`src/rtl/hcbp_pkg.sv`:
```
// Package: shared types and constants for the code bit packer.
`timescale 1ns / 1ps
package hcbp_pkg;

    localparam int BYTE_BITS   = 8;
    localparam int TABLE_DEPTH = 256;
    localparam int SYM_W       = 8;
    localparam int CODE_W      = 32;
    localparam int IN_LEN_W    = 6;
    localparam int QUEUE_DEPTH = 4;

    typedef enum logic [1:0] {
        ACT_LOAD   = 2'd0,
        ACT_ENCODE = 2'd1,
        ACT_FLUSH  = 2'd2,
        ACT_NONE   = 2'd3
    } action_t;

    typedef enum logic {
        OP_ENCODE = 1'b0,
        OP_FLUSH  = 1'b1
    } op_kind_t;

    typedef enum logic {
        BK_IDLE = 1'b0,
        BK_EMIT = 1'b1
    } back_state_t;

endpackage

```
`src/rtl/hcbp_fifo.sv`:
```
// Short register queue between the front and back parts.
`timescale 1ns / 1ps
module hcbp_fifo #(
    parameter int DATA_W = 8
) (
    input  logic              aclk,
    input  logic              aresetn,
    input  logic              push_valid,
    output logic              push_ready,
    input  logic [DATA_W-1:0] push_data,
    output logic              pop_valid,
    input  logic              pop_ready,
    output logic [DATA_W-1:0] pop_data
);
    import hcbp_pkg::*;

    localparam int PTR_W = $clog2(QUEUE_DEPTH);
    localparam int CNT_W = PTR_W + 1;

    logic [DATA_W-1:0] slot_reg [QUEUE_DEPTH];
    logic [PTR_W-1:0]  wr_ptr_reg, wr_ptr_next;
    logic [PTR_W-1:0]  rd_ptr_reg, rd_ptr_next;
    logic [CNT_W-1:0]  fill_reg, fill_next;
    logic              do_push, do_pop;

    assign push_ready = (fill_reg != CNT_W'(QUEUE_DEPTH));
    assign pop_valid  = (fill_reg != '0);
    assign pop_data   = slot_reg[rd_ptr_reg];
    assign do_push    = push_valid && push_ready;
    assign do_pop     = pop_valid && pop_ready;

    always_comb begin
        wr_ptr_next = do_push ? wr_ptr_reg + PTR_W'(1) : wr_ptr_reg;
        rd_ptr_next = do_pop  ? rd_ptr_reg + PTR_W'(1) : rd_ptr_reg;
        fill_next   = fill_reg;
        if (do_push && !do_pop) begin
            fill_next = fill_reg + CNT_W'(1);
        end else if (do_pop && !do_push) begin
            fill_next = fill_reg - CNT_W'(1);
        end
    end

    always_ff @(posedge aclk) begin
        if (!aresetn) begin
            wr_ptr_reg <= '0;
            rd_ptr_reg <= '0;
            fill_reg   <= '0;
        end else begin
            wr_ptr_reg <= wr_ptr_next;
            rd_ptr_reg <= rd_ptr_next;
            fill_reg   <= fill_next;
        end
    end

    always_ff @(posedge aclk) begin
        if (do_push) begin
            slot_reg[wr_ptr_reg] <= push_data;
        end
    end

endmodule

```
`config.mk`:
```
export PLATFORM = sky130hd
export DESIGN_NAME = hcbp_fifo
export DESIGN_NICKNAME = d
export VERILOG_FILES = /design/src/rtl/hcbp_pkg.sv /design/src/rtl/hcbp_fifo.sv
export SDC_FILE = /design/constraint.sdc
export NUM_CORES = 1
export LEC_CHECK = 0
export BUFFER_PORTS_ARGS = -buffer_cell sky130_fd_sc_hd__buf_2
export CAP_MARGIN = 5
export CORE_MARGIN = 4
export CORE_UTILIZATION = 55
export CTS_CLUSTER_SIZE = 25
export DETAILED_ROUTE_END_ITERATION = 6
export GPL_TIMING_DRIVEN = 0
export PLACE_DENSITY = 0.77
export SYNTH_ARGS = -nofsm -noshare
export SYNTH_HDL_FRONTEND = slang
export SYNTH_SLANG_ARGS = --single-unit
```
`constraint.sdc`:
```
create_clock -name aclk -period 2.6 [get_ports aclk]
set_input_delay 0.39 -clock aclk [delete_from_list [all_inputs] [get_ports aclk]]
set_output_delay 0.39 -clock aclk [all_outputs]
set_load 0.02 [all_outputs]
```
Yosys cells after proc, flatten, opt, wreduce, memory -nomap -nowiden
Memories as Yosys holds them, arrays and structs flattened. A register that Yosys moved wholly into a read port is not among the register bits.
Cells that the tools add are included.

storage, ports and cells
  word-level logic and storage cells = 23
  bits of input ports = 12
  memories = 1
  memory bits (writable) = 32
  bits in registers = 7
  output and inout bits = 10

memories
  memory    depth  width  read ports  clocked after Yosys merged registers in  wr ports  line             source
  slot_reg  4      8      1           1                                        1         hcbp_fifo.sv:20  logic [DATA_W-1:0] slot_reg [QUEUE_DEPTH];

operators by class
  eq/ne operators = 1
  add/subtract/negate cells = 4
  reduce and logical (&&, ||, !) cells = 8
  multiplexer cells = 6

operators with widths
  cell                                               count
  two-way mux 3 bit                                  2
  adder 2 x 1 -> 2 bit (second input constant)       2
  logical AND 1 bit                                  4
  two-way mux 2 bit                                  2
  adder 3 x 1 -> 3 bit (second input constant)       1
  != test 3 bit (second input constant)              1
  nonzero test 3 bit                                 1
  subtractor 3 x 1 -> 3 bit (second input constant)  1
  zero test 1 bit                                    2
  two-way mux 1 bit                                  2
  nonzero test 2 bit                                 1

Logic depth before layout (Yosys ltp)
Gate-level depths: netlist (run 1).

  depth after elaboration = 6
  gate-level depth with buffers = 8
  mapped depth without buffers = 8

Worst setup path before layout (run 1)
OpenSTA, ideal clock, no wires.

  path type = register to register
  start = register fill_reg[0]
  end = register fill_reg[2]
  data required time = 2,524 ps
  path buffers = 0
  path slack = 545 ps
  setup time = 76 ps
  cell stages (with the launch flop) = 9
  period minus slack after synthesis = 2,055 ps
  arrival = 1,980 ps
  cell sequence = dfxtp_1 nor2_2 a21boi_4 ha_1 inv_1 fa_1 xor2_1 or3_1 a21boi_0

on the way
  cells in the longest elaborated chain, start to end = 5
  elaborated cells on any way between the ends = 13
  classes of those cells = 2 x add/sub; 1 x eq/ne; 2 x mux; 8 x reduce/logical

RTL lines
  item                          line             source
  from (decl)                   hcbp_fifo.sv:23  logic [CNT_W-1:0] fill_reg, fill_next;
  from (signal assigned)        hcbp_fifo.sv:51  fill_reg <= fill_next;
  != test 3 bit *               hcbp_fifo.sv:26  assign push_ready = (fill_reg != CNT_W'(QUEUE_DEPTH));
  logical AND 1 bit *           hcbp_fifo.sv:29  assign do_push = push_valid && push_ready;
  net do_push                   hcbp_fifo.sv:24  logic do_push, do_pop;
  zero test 1 bit               hcbp_fifo.sv:38  end else if (do_pop && !do_push) begin
  logical AND 1 bit             hcbp_fifo.sv:38
  nonzero test 2 bit (no line)  n/a

Mark *: on every way through the listed nets, which the timed path passes. The rest lies on a longest branch. The select of a mux whose other input is x is not followed.
A chain may end at the register's enable or synchronous reset.

Final worst setup path (run 1)
Same ends and word-level chain as after synthesis.

==> out/metrics.yaml, run 1 <==
avgSynthCellArea_um2: 18.41
synth_warnings: 0
final_nets: 135
worstPathArrival_ns: 2.53
ant_nets: 0
crit_path_top_delay_cell: "dfxtp_1"
grt_pass1_vias: 914
cts-resized-gates: 0
critPathLaunchType: "register"
drt_wl_total_um: 2449
period_needed_ns: 2.257
start_util_pct: 58.56
crit_fanout: 7
drc: 0
r2r-start: "fill_reg[0]"
critPathLaunch: "fill_reg[0]"
relSlewSlack_pct: 68.35
slowest_delay_ns: 0.55
clock_skew_ns: 0.009039
num_rows: 19
syn_to_final_growth_pct: 11.48
antenna_found_initial: 0
drv_cap: 0
pre_cts_ws_ns: 0.3328
clockRootBuffer: "clkbuf_4"
status: "finished, final reports clean"
clock_sinks: 41
hold_class: "in2reg"
rsz0062_at_grt: "no"
netlist.area_leader.share_pct: 58.01
path_cells: "nor2_2 -> a21boi_4 -> ha_1 -> inv_1 -> fa_1 -> xor2_1 -> or3_1 -> a21boi_0"
ys_ff_latch: 41
setup_tns_ns: 0
drt_iter0_markers: 42
crit_type: "reg2reg"
largest_reg_flops: 32
gr-total-overflow: 0
finalHoldViolCount: 0
die_w_um: 62.88
fmaxAchievable_mhz: 443.0
cts_buffer_depth: 2
p_leak_uw: 0.0006652
power_density_mw_per_mm2: 934.9
grt_pass1_wl_um: 4215
synth_area_leaders: "edfxtp_1, dfxtp_1, mux4_2"
vias: 831
grtUsageTotal_pct: 14.81
drive_above_1_share_pct: 34.75
syn_area_mm2: 0.001657
setup_violations: 0
grt_max_degree: 13
path_buf_inv: 1
tightest_slew_ns: 0.4747
fillers: 207
post_cts_buffers: 0
via_per_inst: 5.577
post-synth-top-area-cell: "edfxtp_1"
finalCritPeriodShare_pct: 86.82
insertion_delay_ns: 0.34
dp_hpwl_um: 1767
port_buffers: 20
seq_area_frac_synth_pct: 68.88
num_io_pins: 22
tritoncts: "yes"
slew_violations: 0
seq_area_mm2: 0.001141
gp_congestion: 0.7073
critPathTopFamily: "adder cells"
syn_nets: 108
path_clk_slew_ns: 0.11
first_pass_iters: 4
h-tree-depth: 2
multi_input_area_um2: 491.7
peakVddDrop_v: 0.0005654
finalWorstSetupSlack_ns: 0.3426
core_area_mm2: 0.002829
synth_cells: 90
worstPathRequired_ns: 2.88
hold_buffers: 0
synth.distinct_cells: 22
cp-end-kind: "register"
numCtsBuffers: 5
dieArea_mm2: 0.003954
min_from: "push_data[1]"
die_y_um: 62.88
routedWlPerCell_um: 16.44
diodes: 0
[logic make-up (layout without fill, tap and decap cells)]
logic type / count (synthesis) / count (layout) / synth area share, %
flops: 41 / 41 / 68.88
simple gates: 17 / 17 / 5.741
mux: 11 / 11 / 12.69
fa+ha+maj: 6 / 6 / 4.985
buf+inv: 6 / 34 / 1.435
compound gates: 5 / 5 / 4.154
xor+xnor: 4 / 4 / 2.115
[cells in the final DEF (no fill, tap or decap), types with 2 or more instances in the layout]
master	instances
edfxtp_1	32
buf_2	21
dfxtp_1	9
mux4_2	8
and2_1	8
nand2_1	5
ha_1	5
clkbuf_4	5
inv_1	3
clkbuf_1	3
xnor2_1	3
mux2i_1	3
clkinv_2	2
[final cells by class]
cell class	instances	share of cell area, %
plain buffers	3	0.6775
clock buffers	6	2.236
clock inverters	2	0.5420
inverters	3	0.6098
multi-input cells	43	26.63
flip-flops and latches	41	61.79
well taps	31	2.100
repair buffers	20	5.420
[where the power goes]
group / internal [uW] / leakage (uW) / switching (uW)
Combinational: 258 / 0.000266 / 296
Sequential: 805 / 0.000367 / 68.5
Clock: 103 / 0.0000320 / 196
[stage by stage]
step                      power, uW  hold slack, ns  utilization, %  std cells  area (um^2)
after floorplan                1302          0.4677               -         90         1657
after global placement         1430          0.4793           63.47        141         1795
after detailed placement       1459          0.4999           63.47        141         1795
after CTS                      1753          0.2379           65.28        149         1847
after global routing           1842          0.2323           65.28        149         1847
final                          1726          0.2504           65.28        149         1847
[cell usage after synthesis]
master,instances
xor2_1,1
nor2_2,1
and2_1,8
xnor2_1,3
a21boi_0,1
clkbuf_1,2
mux2i_1,3
ha_1,5
or3_1,1
nand2_1,5
inv_1,3
nor2b_1,1
buf_2,1
edfxtp_1,32
o21ai_0,1
o31ai_4,1
mux4_2,8
or3_2,1
dfxtp_1,9
fa_1,1
o311ai_2,1
a21boi_4,1
[layer usage]
metal | GRT usage, % | share of wire [%] | vias up
li1 | - | - | 396
met1 | 16.77 | 43 | 413
met2 | 24.64 | 51 | 15
met3 | 4.137 | 3.4 | 7
met4 | 9.091 | 2.9 | 0
met5 | 0 | 0 | -
[worst paths after layout]
| kind | slack, ns | depth (start not counted) | to |
|---|---|---|---|
| max | 0.34 | 8 | fill_reg[2] |
| min reg2reg | 0.51 | 2 | wr_ptr_reg[1] |
| max reg2reg | 0.34 | 8 | fill_reg[2] |
| min | 0.25 | 1 | slot_reg[1][1] |
Note: power is estimated with default switching activity, not from simulation.
==> run 2, diff against run 1 <==
Settings changed: PLACE_DENSITY 0.77 to not set, PLACE_DENSITY_LB_ADDON set to 0.08, SKIP_LAST_GASP set to 1.
==> out/metrics.yaml, run 2 (synthesized netlist as in run 1, its figures left out) <==
drt_wl_total_um: 2345  # was 2449 um
gr-total-overflow: 0  # unchanged
worstPathArrival_ns: 2.49  # was 2.53 ns
drc: 0  # unchanged
insertion_delay_ns: 0.34  # about the same
start_util_pct: 58.56  # unchanged
cts_buffer_depth: 2  # unchanged
die_y_um: 62.88  # unchanged
hold_buffers: 0  # unchanged
relSlewSlack_pct: 68.69  # was 68.35%
p_leak_uw: 0.0006632  # was 0.0006652 uW
port_buffers: 20  # unchanged
cp-end-kind: "register"  # unchanged
die_w_um: 62.88  # unchanged
cts-resized-gates: 0  # unchanged
fmaxAchievable_mhz: 450.0  # was 443.0 MHz
critPathLaunchType: "register"  # unchanged
grt_max_degree: 13  # unchanged
worstPathRequired_ns: 2.86  # was 2.88 ns
antenna_found_initial: 0  # unchanged
drive_above_1_share_pct: 33.90  # was 34.75%
crit_type: "reg2reg"  # unchanged
crit_fanout: 7  # unchanged
numCtsBuffers: 5  # unchanged
whs_ns: 0.2571  # was 0.2504 ns
tightest_slew_ns: 0.4696  # was 0.4747 ns
grt_pass1_wl_um: 3898  # was 4215 um
via_per_inst: 5.416  # was 5.577
h-tree-depth: 2  # unchanged
core_area_mm2: 0.002829  # unchanged
grtUsageTotal_pct: 13.55  # was 14.81%
finalHoldViolCount: 0  # unchanged
tritoncts: "yes"  # unchanged
setup_violations: 0  # unchanged
grt_pass1_vias: 827  # was 914
dieArea_mm2: 0.003954  # unchanged
routedWlPerCell_um: 15.74  # was 16.44 um
dp_hpwl_um: 1648  # was 1767 um
finalCritPeriodShare_pct: 85.48  # was 86.82%
slew_violations: 0  # unchanged
clock_sinks: 41  # unchanged
post_cts_buffers: 0  # unchanged
rsz0062_at_grt: "no"  # unchanged
setup_tns_ns: 0  # unchanged
final_cell_mix: "edfxtp_1, buf_2, dfxtp_1"  # unchanged
power_density_mw_per_mm2: 924.3  # was 934.9 mW/mm^2
hold_class: "in2reg"  # unchanged
vias: 807  # was 831
diodes: 0  # unchanged
fillers: 214  # was 207
period_needed_ns: 2.222  # was 2.257 ns
first_pass_iters: 2  # was 4
drt_iter0_markers: 7  # was 42
status: "finished, final reports clean"  # unchanged
path_clk_slew_ns: 0.11  # about the same
num_io_pins: 22  # unchanged
final_nets: 135  # unchanged
ant_nets: 0  # unchanged
gp_congestion: 0.6769  # was 0.7073
clock_skew_ns: 0.009669  # was 0.009039 ns
drv_cap: 0  # unchanged
peakVddDrop_v: 0.0005545  # was 0.0005654 V
largest_reg_flops: 32  # unchanged
final_common_cell: "edfxtp_1"  # unchanged
clockRootBuffer: "clkbuf_4"  # unchanged
syn_to_final_growth_pct: 11.40  # was 11.48%
num_rows: 19  # unchanged
[run 2: cell count changes in the layout (fill, tap and decap cells not counted)]
cell and change:
clkbuf_1 -1, clkinv_1 +2, clkinv_2 -1
[run 2: worst max-delay path: stages (launching register included)]
cell and delay (ns):
dfxtp_1 0.54, nor2_2 0.10, a21boi_4 0.26, ha_1 0.22, inv_1 0.06, fa_1 0.37
xor2_1 0.15, or3_1 0.30, a21boi_0 0.16
[run 2: path summary, 6_finish.rpt]
check	startpoint	slack [ns]	cells after the start	endpoint
max reg2reg	fill_reg[0]	0.38	8	fill_reg[2]
min	push_data[0]	0.26	1	slot_reg[0][0]
max	fill_reg[0]	0.38	8	fill_reg[2]
min reg2reg	wr_ptr_reg[1]	0.50	2	wr_ptr_reg[1]
[run 2: per-layer routing]
metal  routed length, um  track usage, %  share of wire (%)
met4                  45           6.612                1.9
met1                 989           15.50                 42
met3                 137           5.576                5.8
met5                   0               0                  0
met2                1173           21.87                 50
[run 2: layout make-up]
class	instances	area, um^2	share of cell area [%]
inverters	3	11.26	0.6102
plain buffers	3	12.51	0.6780
flip-flops and latches	41	1141	61.83
multi-input cells	43	491.7	26.64
well taps	31	38.79	2.102
clock buffers	5	37.54	2.034
clock inverters	3	12.51	0.6780
repair buffers	20	100.1	5.424
[run 2: power by group]
part           switching (uW)  internal, uW  leakage [uW]
clock network             188          97.9     0.0000300
logic                     290           258      0.000266
registers                66.0           805      0.000367
[run 2: metrics by stage]
stage          area, um^2  instances  utilization, %  setup WS [ns]  power [uW]
2_1_floorplan        1657         90               -         0.5447        1302
3_3_place_gp         1795        141           63.47         0.4122        1434
3_5_place_dp         1795        141           63.47         0.3623        1445
4_1_cts              1846        149           65.24         0.3563        1735
5_1_grt              1846        149           65.24         0.2092        1816
6_report             1846        149           65.24         0.3776        1706
