===== src/rtl/hcbp_pkg.sv =====
// Package: shared types and constants for the code bit packer.
`timescale 1ns / 1ps
package hcbp_pkg;

    localparam int BYTE_BITS   = 8;
    localparam int TABLE_DEPTH = 256;
    localparam int SYM_W       = 8;
    localparam int CODE_W      = 32;
    localparam int IN_LEN_W    = 6;
    localparam int QUEUE_DEPTH = 4;

    typedef enum logic [1:0] {
        ACT_LOAD   = 2'd0,
        ACT_ENCODE = 2'd1,
        ACT_FLUSH  = 2'd2,
        ACT_NONE   = 2'd3
    } action_t;

    typedef enum logic {
        OP_ENCODE = 1'b0,
        OP_FLUSH  = 1'b1
    } op_kind_t;

    typedef enum logic {
        BK_IDLE = 1'b0,
        BK_EMIT = 1'b1
    } back_state_t;

endpackage


===== src/rtl/hcbp_back.sv =====
// Back part: bit accumulator and byte emitter with output register.
`timescale 1ns / 1ps
module hcbp_back #(
    parameter int MAX_CODE_LEN = 32
) (
    input  logic        aclk,
    input  logic        aresetn,
    input  logic        pop_valid,
    output logic        pop_ready,
    input  logic [MAX_CODE_LEN+$clog2(MAX_CODE_LEN+1)+7:0] pop_data,
    output logic        m_tvalid,
    input  logic        m_tready,
    output logic [7:0]  m_tdata,
    output logic        m_tlast
);
    import hcbp_pkg::*;

    localparam int LEN_W  = $clog2(MAX_CODE_LEN + 1);
    localparam int WBUF_W = MAX_CODE_LEN + 7;
    localparam int CNT_W  = $clog2(WBUF_W + 1);

    back_state_t         state_reg, state_next;
    logic [WBUF_W-1:0]   wbuf_reg, wbuf_next;
    logic [CNT_W-1:0]    cnt_reg, cnt_next;
    logic                m_tvalid_reg, m_tvalid_next;
    logic [7:0]          m_tdata_reg, m_tdata_next;
    logic                m_tlast_reg, m_tlast_next;

    op_kind_t            op_kind;
    logic [LEN_W-1:0]    op_len;
    logic [WBUF_W-1:0]   op_code;
    logic                out_free;
    logic [CNT_W-1:0]    cnt_sum;
    logic [CNT_W-1:0]    cnt_rem;

    assign op_kind  = op_kind_t'(pop_data[WBUF_W+LEN_W]);
    assign op_len   = pop_data[WBUF_W +: LEN_W];
    assign op_code  = pop_data[WBUF_W-1:0];
    assign out_free = !m_tvalid_reg || m_tready;
    assign cnt_sum  = cnt_reg + CNT_W'(op_len);
    assign cnt_rem  = cnt_reg - CNT_W'(BYTE_BITS);

    always_comb begin
        state_next    = state_reg;
        wbuf_next     = wbuf_reg;
        cnt_next      = cnt_reg;
        pop_ready     = 1'b0;
        m_tvalid_next = m_tvalid_reg && !m_tready;
        m_tdata_next  = m_tdata_reg;
        m_tlast_next  = m_tlast_reg;
        case (state_reg)
            BK_IDLE: begin
                if (pop_valid) begin
                    if (op_kind == OP_FLUSH) begin
                        if (out_free) begin
                            pop_ready     = 1'b1;
                            m_tvalid_next = 1'b1;
                            m_tdata_next  = wbuf_reg[WBUF_W-1 -: 8];
                            m_tlast_next  = 1'b1;
                            wbuf_next     = '0;
                            cnt_next      = '0;
                        end
                    end else begin
                        pop_ready = 1'b1;
                        wbuf_next = wbuf_reg | (op_code >> cnt_reg);
                        cnt_next  = cnt_sum;
                        if (cnt_sum >= CNT_W'(BYTE_BITS)) begin
                            state_next = BK_EMIT;
                        end
                    end
                end
            end
            BK_EMIT: begin
                if (out_free) begin
                    m_tvalid_next = 1'b1;
                    m_tdata_next  = wbuf_reg[WBUF_W-1 -: 8];
                    m_tlast_next  = (cnt_rem < CNT_W'(BYTE_BITS));
                    wbuf_next     = wbuf_reg << BYTE_BITS;
                    cnt_next      = cnt_rem;
                    if (cnt_rem < CNT_W'(BYTE_BITS)) begin
                        state_next = BK_IDLE;
                    end
                end
            end
            default: begin
                state_next = BK_IDLE;
            end
        endcase
    end

    always_ff @(posedge aclk) begin
        if (!aresetn) begin
            state_reg    <= BK_IDLE;
            wbuf_reg     <= '0;
            cnt_reg      <= '0;
            m_tvalid_reg <= 1'b0;
        end else begin
            state_reg    <= state_next;
            wbuf_reg     <= wbuf_next;
            cnt_reg      <= cnt_next;
            m_tvalid_reg <= m_tvalid_next;
        end
    end

    always_ff @(posedge aclk) begin
        m_tdata_reg <= m_tdata_next;
        m_tlast_reg <= m_tlast_next;
    end

    assign m_tvalid = m_tvalid_reg;
    assign m_tdata  = m_tdata_reg;
    assign m_tlast  = m_tlast_reg;

endmodule


===== config.mk =====
export PLATFORM = sky130hd
export DESIGN_NAME = hcbp_back
export DESIGN_NICKNAME = d
export VERILOG_FILES = /design/src/rtl/hcbp_pkg.sv /design/src/rtl/hcbp_back.sv
export SDC_FILE = /design/constraint.sdc
export NUM_CORES = 1
export LEC_CHECK = 0
export BUFFER_PORTS_ARGS = -buffer_cell sky130_fd_sc_hd__buf_2
export CORE_AREA = 2 2 122 124
export CTS_BUF_LIST = sky130_fd_sc_hd__clkbuf_4
export CTS_CLUSTER_DIAMETER = 200
export DETAILED_ROUTE_END_ITERATION = 6
export DIE_AREA = 0 0 124 126
export PLACE_DENSITY_LB_ADDON = 0.1
export SLEW_MARGIN = 30
export SYNTH_ARGS = -nofsm -noshare
export SYNTH_HDL_FRONTEND = slang
export SYNTH_SLANG_ARGS = --single-unit

===== constraint.sdc =====
create_clock -name aclk -period 2.2 [get_ports aclk]
set_clock_uncertainty 0.2 [all_clocks]
set_input_delay 0.44 -clock aclk [delete_from_list [all_inputs] [get_ports aclk]]
set_output_delay 0.44 -clock aclk [all_outputs]
set_load 0.02 [all_outputs]

; Word-level counts from Yosys, hierarchy flattened
; Cells that the tools add are included.
[classes]
addsub = 2
order_cmp = 2
eq_ne = 5
shift = 1
mux = 33
bitwise_logic = 2
reduce_logical = 7
[ops]
columns = operator, n
row1 = 2-to-1 mux 39 bit, 4
row2 = one-hot mux 39 bit (2 select lines), 1
row3 = OR 39 bit, 1
row4 = right shift 39 x 6 -> 39 bit, 1
row5 = 2-to-1 mux 6 bit, 4
row6 = 2-to-1 mux 8 bit, 3
row7 = 2-to-1 mux 1 bit, 16
row8 = one-hot mux 8 bit (2 select lines), 1
row9 = one-hot mux 6 bit (2 select lines), 1
row10 = adder 6 bit, 1
row11 = >= comparator 6 x 4 -> 1 bit (second input constant), 1
row12 = < comparator 6 x 4 -> 1 bit (second input constant), 1
row13 = != test 2 bit (second input constant), 3
row14 = one-hot mux 1 bit (2 select lines), 3
row15 = subtractor 6 x 4 -> 6 bit (second input constant), 1
row16 = AND reduction 4 bit, 1
row17 = != test 3 bit (second input constant), 1
row18 = AND reduction 3 bit, 1
row19 = zero test 1 bit, 2
row20 = != test 2 x 1 -> 1 bit (second input constant), 1
row21 = AND reduction 2 bit, 1
row22 = logical AND 1 bit, 1
row23 = logical OR 1 bit, 1
row24 = NOT 1 bit, 1
[totals]
reg_bits = 56
inputBits = 50

; Longest topological paths before layout
[depth]
ltp_word = 6
ltp_mapped = 10
mapped_depth_nobuf = 7

; Worst setup path after synthesis
; OpenSTA, ideal clock, no wires.
[synth_path]
path_type = reg2reg
start = register cnt_reg[4]
end = register state_reg
setup_ps = 126
arrival_ps = 2015
required_time_ps = 1874
path_slack_ps = -141
stages_incl_launch_ff = 11
period_less_slack_ps = 2341
cell_sequence = dfxtp_1 clkbuf_1 inv_1 clkbuf_1 clkbuf_1 ha_1 xnor2_1 nand3_1 o21a_1 o21ai_0 a31oi_1
[synth_between]
elab_chain_len = 6
word_cells_on_any_way = 10
[synth_rtl]
columns = element, line
row1 = start: declaration, hcbp_back.sv:24  ; logic [CNT_W-1:0] cnt_reg, cnt_next;
row2 = start signal: assignment, hcbp_back.sv:100  ; cnt_reg <= cnt_next;
row3 = adder 6 bit, hcbp_back.sv:40  ; assign cnt_sum = cnt_reg + CNT_W'(op_len);
row4 = >= comparator 6 x 4 -> 1 bit, hcbp_back.sv:67  ; if (cnt_sum >= CNT_W'(BYTE_BITS)) begin
row5 = 2-to-1 mux 1 bit, hcbp_back.sv:67
row6 = 2-to-1 mux 1 bit, hcbp_back.sv:54  ; if (op_kind == OP_FLUSH) begin
row7 = 2-to-1 mux 1 bit, hcbp_back.sv:53  ; if (pop_valid) begin
row8 = one-hot mux 1 bit (2 select lines) *, hcbp_back.sv:51  ; case (state_reg)
row9 = end signal: assignment, hcbp_back.sv:98  ; state_reg <= state_next;
row10 = end: declaration, hcbp_back.sv:22  ; back_state_t state_reg, state_next;
; Every way passes the cells marked *; elsewhere a longest branch is shown, timed or not.
; A chain may end at the register's enable or synchronous reset.

; Final worst setup path
[layout_path]
start = register cnt_reg[2]
end = register wbuf_reg[7]
[layout_between]
elab_chain_len = 5
[layout_rtl]
columns = element, line
row1 = right shift 39 x 6 -> 39 bit, hcbp_back.sv:65  ; wbuf_next = wbuf_reg | (op_code >> cnt_reg);
row2 = OR 39 bit, hcbp_back.sv:65
row3 = 2-to-1 mux 39 bit, hcbp_back.sv:54
row4 = 2-to-1 mux 39 bit, hcbp_back.sv:53
row5 = one-hot mux 39 bit (2 select lines), hcbp_back.sv:51
row6 = end signal: assignment, hcbp_back.sv:99  ; wbuf_reg <= wbuf_next;
row7 = end: declaration, hcbp_back.sv:23  ; logic [WBUF_W-1:0] wbuf_reg, wbuf_next;
; Every way passes these cells. The select of a mux whose other input is x is not followed.

==> impl_metrics.py <==
metrics = {
    "sta": {
        "finalCritPeriodShare_pct": 102.0,
        "timing.fmax_ghz": 0.4454,
        "fin_crit_ps": 2245,
        "setup_viol": 11,
        "final-hold-violation-count": 0,
        "setup_ws_ps": -44.93,
        "drv_slew": 0,
        "fin_tns_setup_ps": -270.9,
        "hold_slack_ps": 213.2,
        "rsz0062_at_grt": "true",
        "relSlewSlack_pct": 54.03,
        "worstMarginPinSlew_ps": 685.9,
    },
    "hold_path": {
        "min_path_cells": 4,
        "hp-class": "primary input to flip-flop",
    },
    "routing": {
        "wirelength_mm": 17.94,
        "drc": 0,
        "routedWlPerCell_um": 21.09,
        "dr.first_iter.drc_count": 403,
        "viasPerCell": 5.848,
        "vias": 4977,
        "dr.pass1.iters": 5,
        "postRouteAntennaNets": 0,
    },
    "layout": {
        "layout_common_cells": "buf_4, buf_2, dfxtp_1, nor2_1",
        "drive_gt1_share_pct": 46.40,
        "fin_nets": 722,
        "final_common_cell": "buf_4",
        "ff_latch_area_sq_um": 1226,
        "fillers": 1396,
        "largest_reg_flops": 39,
        "design_area_sq_um": 6658,
        "fin_cells": 851,
        "syn2layout_area_growth_pct": 39.48,
        "multi_input_area_sq_um": 3592,
    },
    "power_and_ir_drop": {
        "irDropWorstVdd_uv": 230.0,
        "p_int_w": 0.002270,
        "p_comb_share_pct": 52.7,
        "power_density_nw_per_um2": 571.9,
        "power_leakage_nw": 2.604,
        "power_switching_share_pct": 40.39,
        "p_clk_share_pct": 13.7,
        "sequentialPowerShare_pct": 33.6,
        "p_sw_w": 0.001538,
    },
    "critical_path": {
        "crit_start": "cnt_reg[2]$_SDFFE_PN0P_",
        "end_kind": "flip-flop",
        "rr_startpoint": "cnt_reg[2]$_SDFFE_PN0P_",
        "endpoint": "wbuf_reg[7]$_SDFFE_PN0P_",
        "crit_type": "flip-flop to flip-flop",
        "r2r_slack_ps": -40,
        "timing.critical_path.slowest_stage_cell": "dfxtp_4",
        "path_cells": "buf_8 > buf_8 > dlymetal6s2s_1 > buf_4 > mux4_2 > mux2i_4 > mux2i_2 > a31oi_1 > o22ai_1",
        "crit_family": "multiplexers",
        "slowest_delay_ps": 460,
        "cp-start-kind": "flip-flop",
        "r2r_cells": 9,
        "cp_data_required_time_ps": 2310,
        "cp.depth": 9,
        "cp.arrival_ps": 2350,
        "cp_common_cell": "buf_8",
        "worst-path-buf-inv": 4,
        "worst-path-max-fanout": 8,
        "r2r-end": "wbuf_reg[7]$_SDFFE_PN0P_",
    },
    "logic_synthesis": {
        "synth_nets": 568,
        "yosys_register_bits": 56,
        "synth_top_area_share_pct": 19.71,
        "synthAdderAreaFrac_pct": 1.992,
        "seq_area_frac_synth_pct": 25.37,
        "netlist_area_sq_um": 4773,
        "async_reset_ff_share_pct": 0,
        "synthMuxAreaShare_pct": 28.44,
        "yosysTopAreaCell": "dfxtp_1",
        "yosys.cell_types.count": 69,
        "synth_area_leaders": "dfxtp_1, mux4_2, mux2i_1",
        "synth_edf_count": 9,
        "synth_compound_area_share_pct": 24.30,
        "synthFlopType": "dfxtp_1",
        "synth_top_family_by_area": "multiplexers",
        "yosys_warnings": 0,
        "synth_simple_gate_area_share_pct": 12.77,
        "synth_area_per_cell_sq_um": 9.341,
        "syn_inst": 511,
        "synthXorXnorAreaFrac_pct": 1.101,
    },
    "die": {
        "die_h_um": 126,
        "die_w_um": 124,
        "io_pins": 61,
        "start_util_pct": 33.35,
        "coreArea_sq_um": 14310,
        "fp-row-count": 44,
        "dieArea_sq_um": 15620,
    },
    "clock_tree": {
        "clock_path_buffers": 2,
        "cts_tree": "yes",
        "cts_buffers": 5,
        "htreeDepth": 2,
        "cts_num_sinks": 56,
        "cts_root_buf": "clkbuf_4",
        "insertion_delay_ps": 410,
        "clk_pin_slew_ps": 190,
    },
    "global_route": {
        "grt.total_usage_pct": 23.11,
        "grt_pass1_vias": 4828,
        "antenna_found_initial": 1,
        "overflow": 0,
        "grt_max_degree": 28,
        "grt_pass1_wl_mm": 27.61,
    },
    "run": {
        "maxCapViolCount": 0,
    },
    "placement": {
        "place.gp.congestion": 0.9498,
        "dp.cells": 818,
        "hpwl_mm": 13.45,
        "dp_slack_ps": -209.5,
        "portBuffers": 60,
        "place_area_sq_um": 5949,
    },
    "outcome": {
        "violations": "setup timing",
        "status": "finished with violations",
    },
}
-- power by group through the flow --
| stage | Clock (W) | Sequential (W) | Combinational (W) |
|---|---|---|---|
| after floorplan | 0 | 0.00128 | 0.000993 |
| after global routing | 0.000567 | 0.00129 | 0.00216 |
| after detailed placement | 0 | 0.00130 | 0.00172 |
| final | 0.000524 | 0.00128 | 0.00201 |
| after global placement | 0 | 0.00129 | 0.00171 |
| after CTS | 0.000537 | 0.00128 | 0.00181 |
-- cells in the mapped netlist, types with 7 or more instances --
master    number
dfxtp_1       47
a221oi_1       9
a22oi_1       18
o21ai_0       43
mux2i_1       30
a31oi_1        9
clkbuf_1      25
a211oi_1       7
inv_1         10
nand2b_1       7
buf_2         10
nor2_1        41
nor3_1        12
mux2_2        13
mux4_2        38
nand2_1       43
a21oi_1       25
edfxtp_1       9
-- per-stage QoR --
stage	utilization, %	power, W
final	46.51	0.003808
after global routing	46.51	0.004022
after CTS	43.40	0.003618
after detailed placement	41.56	0.003018
after global placement	41.53	0.003007
after floorplan	-	0.002269
-- cell families after synthesis --
group,count (synthesis)
AOI/OAI and AO/OA,170
DFF,56
and+or+nand+nor,131
adders and majority gates,7
muxes,84
buffers and inverters,57
xor gates and xnor gates,6
-- how the worst min path moves through the flow --
stage | from | to | slack [ps]
2_1_floorplan | wbuf_reg[31]$_SDFFE_PN0P_ | m_tdata[0]$_DFFE_PP_ | 210
3_3_place_gp | wbuf_reg[37]$_SDFFE_PN0P_ | m_tdata[6]$_DFFE_PP_ | 220
5_1_grt | pop_data[39] | cnt_reg[0]$_SDFFE_PN0P_ | 230
6_report | pop_data[39] | cnt_reg[0]$_SDFFE_PN0P_ | 210
3_5_place_dp | wbuf_reg[37]$_SDFFE_PN0P_ | m_tdata[6]$_DFFE_PP_ | 220
4_1_cts | m_tready | m_tvalid$_SDFF_PN0_ | 130
-- timing repair --
item,in CTS,in global routing
pin swaps,5,18
cloned,0,3
endpoints found under the hold margin,0,0
gates resized for setup,42,59
setup buffers,5,17
hold buffers,0,0
setup endpoints to repair,31,32
-- worst register-to-register path, cell delays in order, from the launching register on --
cell            delay [ps]
dfxtp_4                460
buf_8                  140
buf_8                  110
dlymetal6s2s_1         170
buf_4                  130
mux4_2                 310
mux2i_4                210
mux2i_2                120
a31oi_1                190
o22ai_1                 90
-- cell type report --
class | count | share of cell area [%]
well taps | 184 | 3.458
repair buffers | 192 | 22.46
diodes | 1 | 0.03759
clock inverters | 3 | 0.3759
multi-input cells | 398 | 53.96
clock buffers | 5 | 0.5638
flip-flops and latches | 56 | 18.42
inverters | 12 | 0.7329
-- per-layer routing --
layer / track usage [%] / up-vias / share of wire (%)
li1: - / 2320 / -
met1: 33.22 / 2423 / 45
met2: 37.17 / 202 / 47
met3: 1.902 / 32 / 5.4
met4: 6.477 / 0 / 2.9
met5: 0 / - / 0
Power figures use the tool's default switching activity.
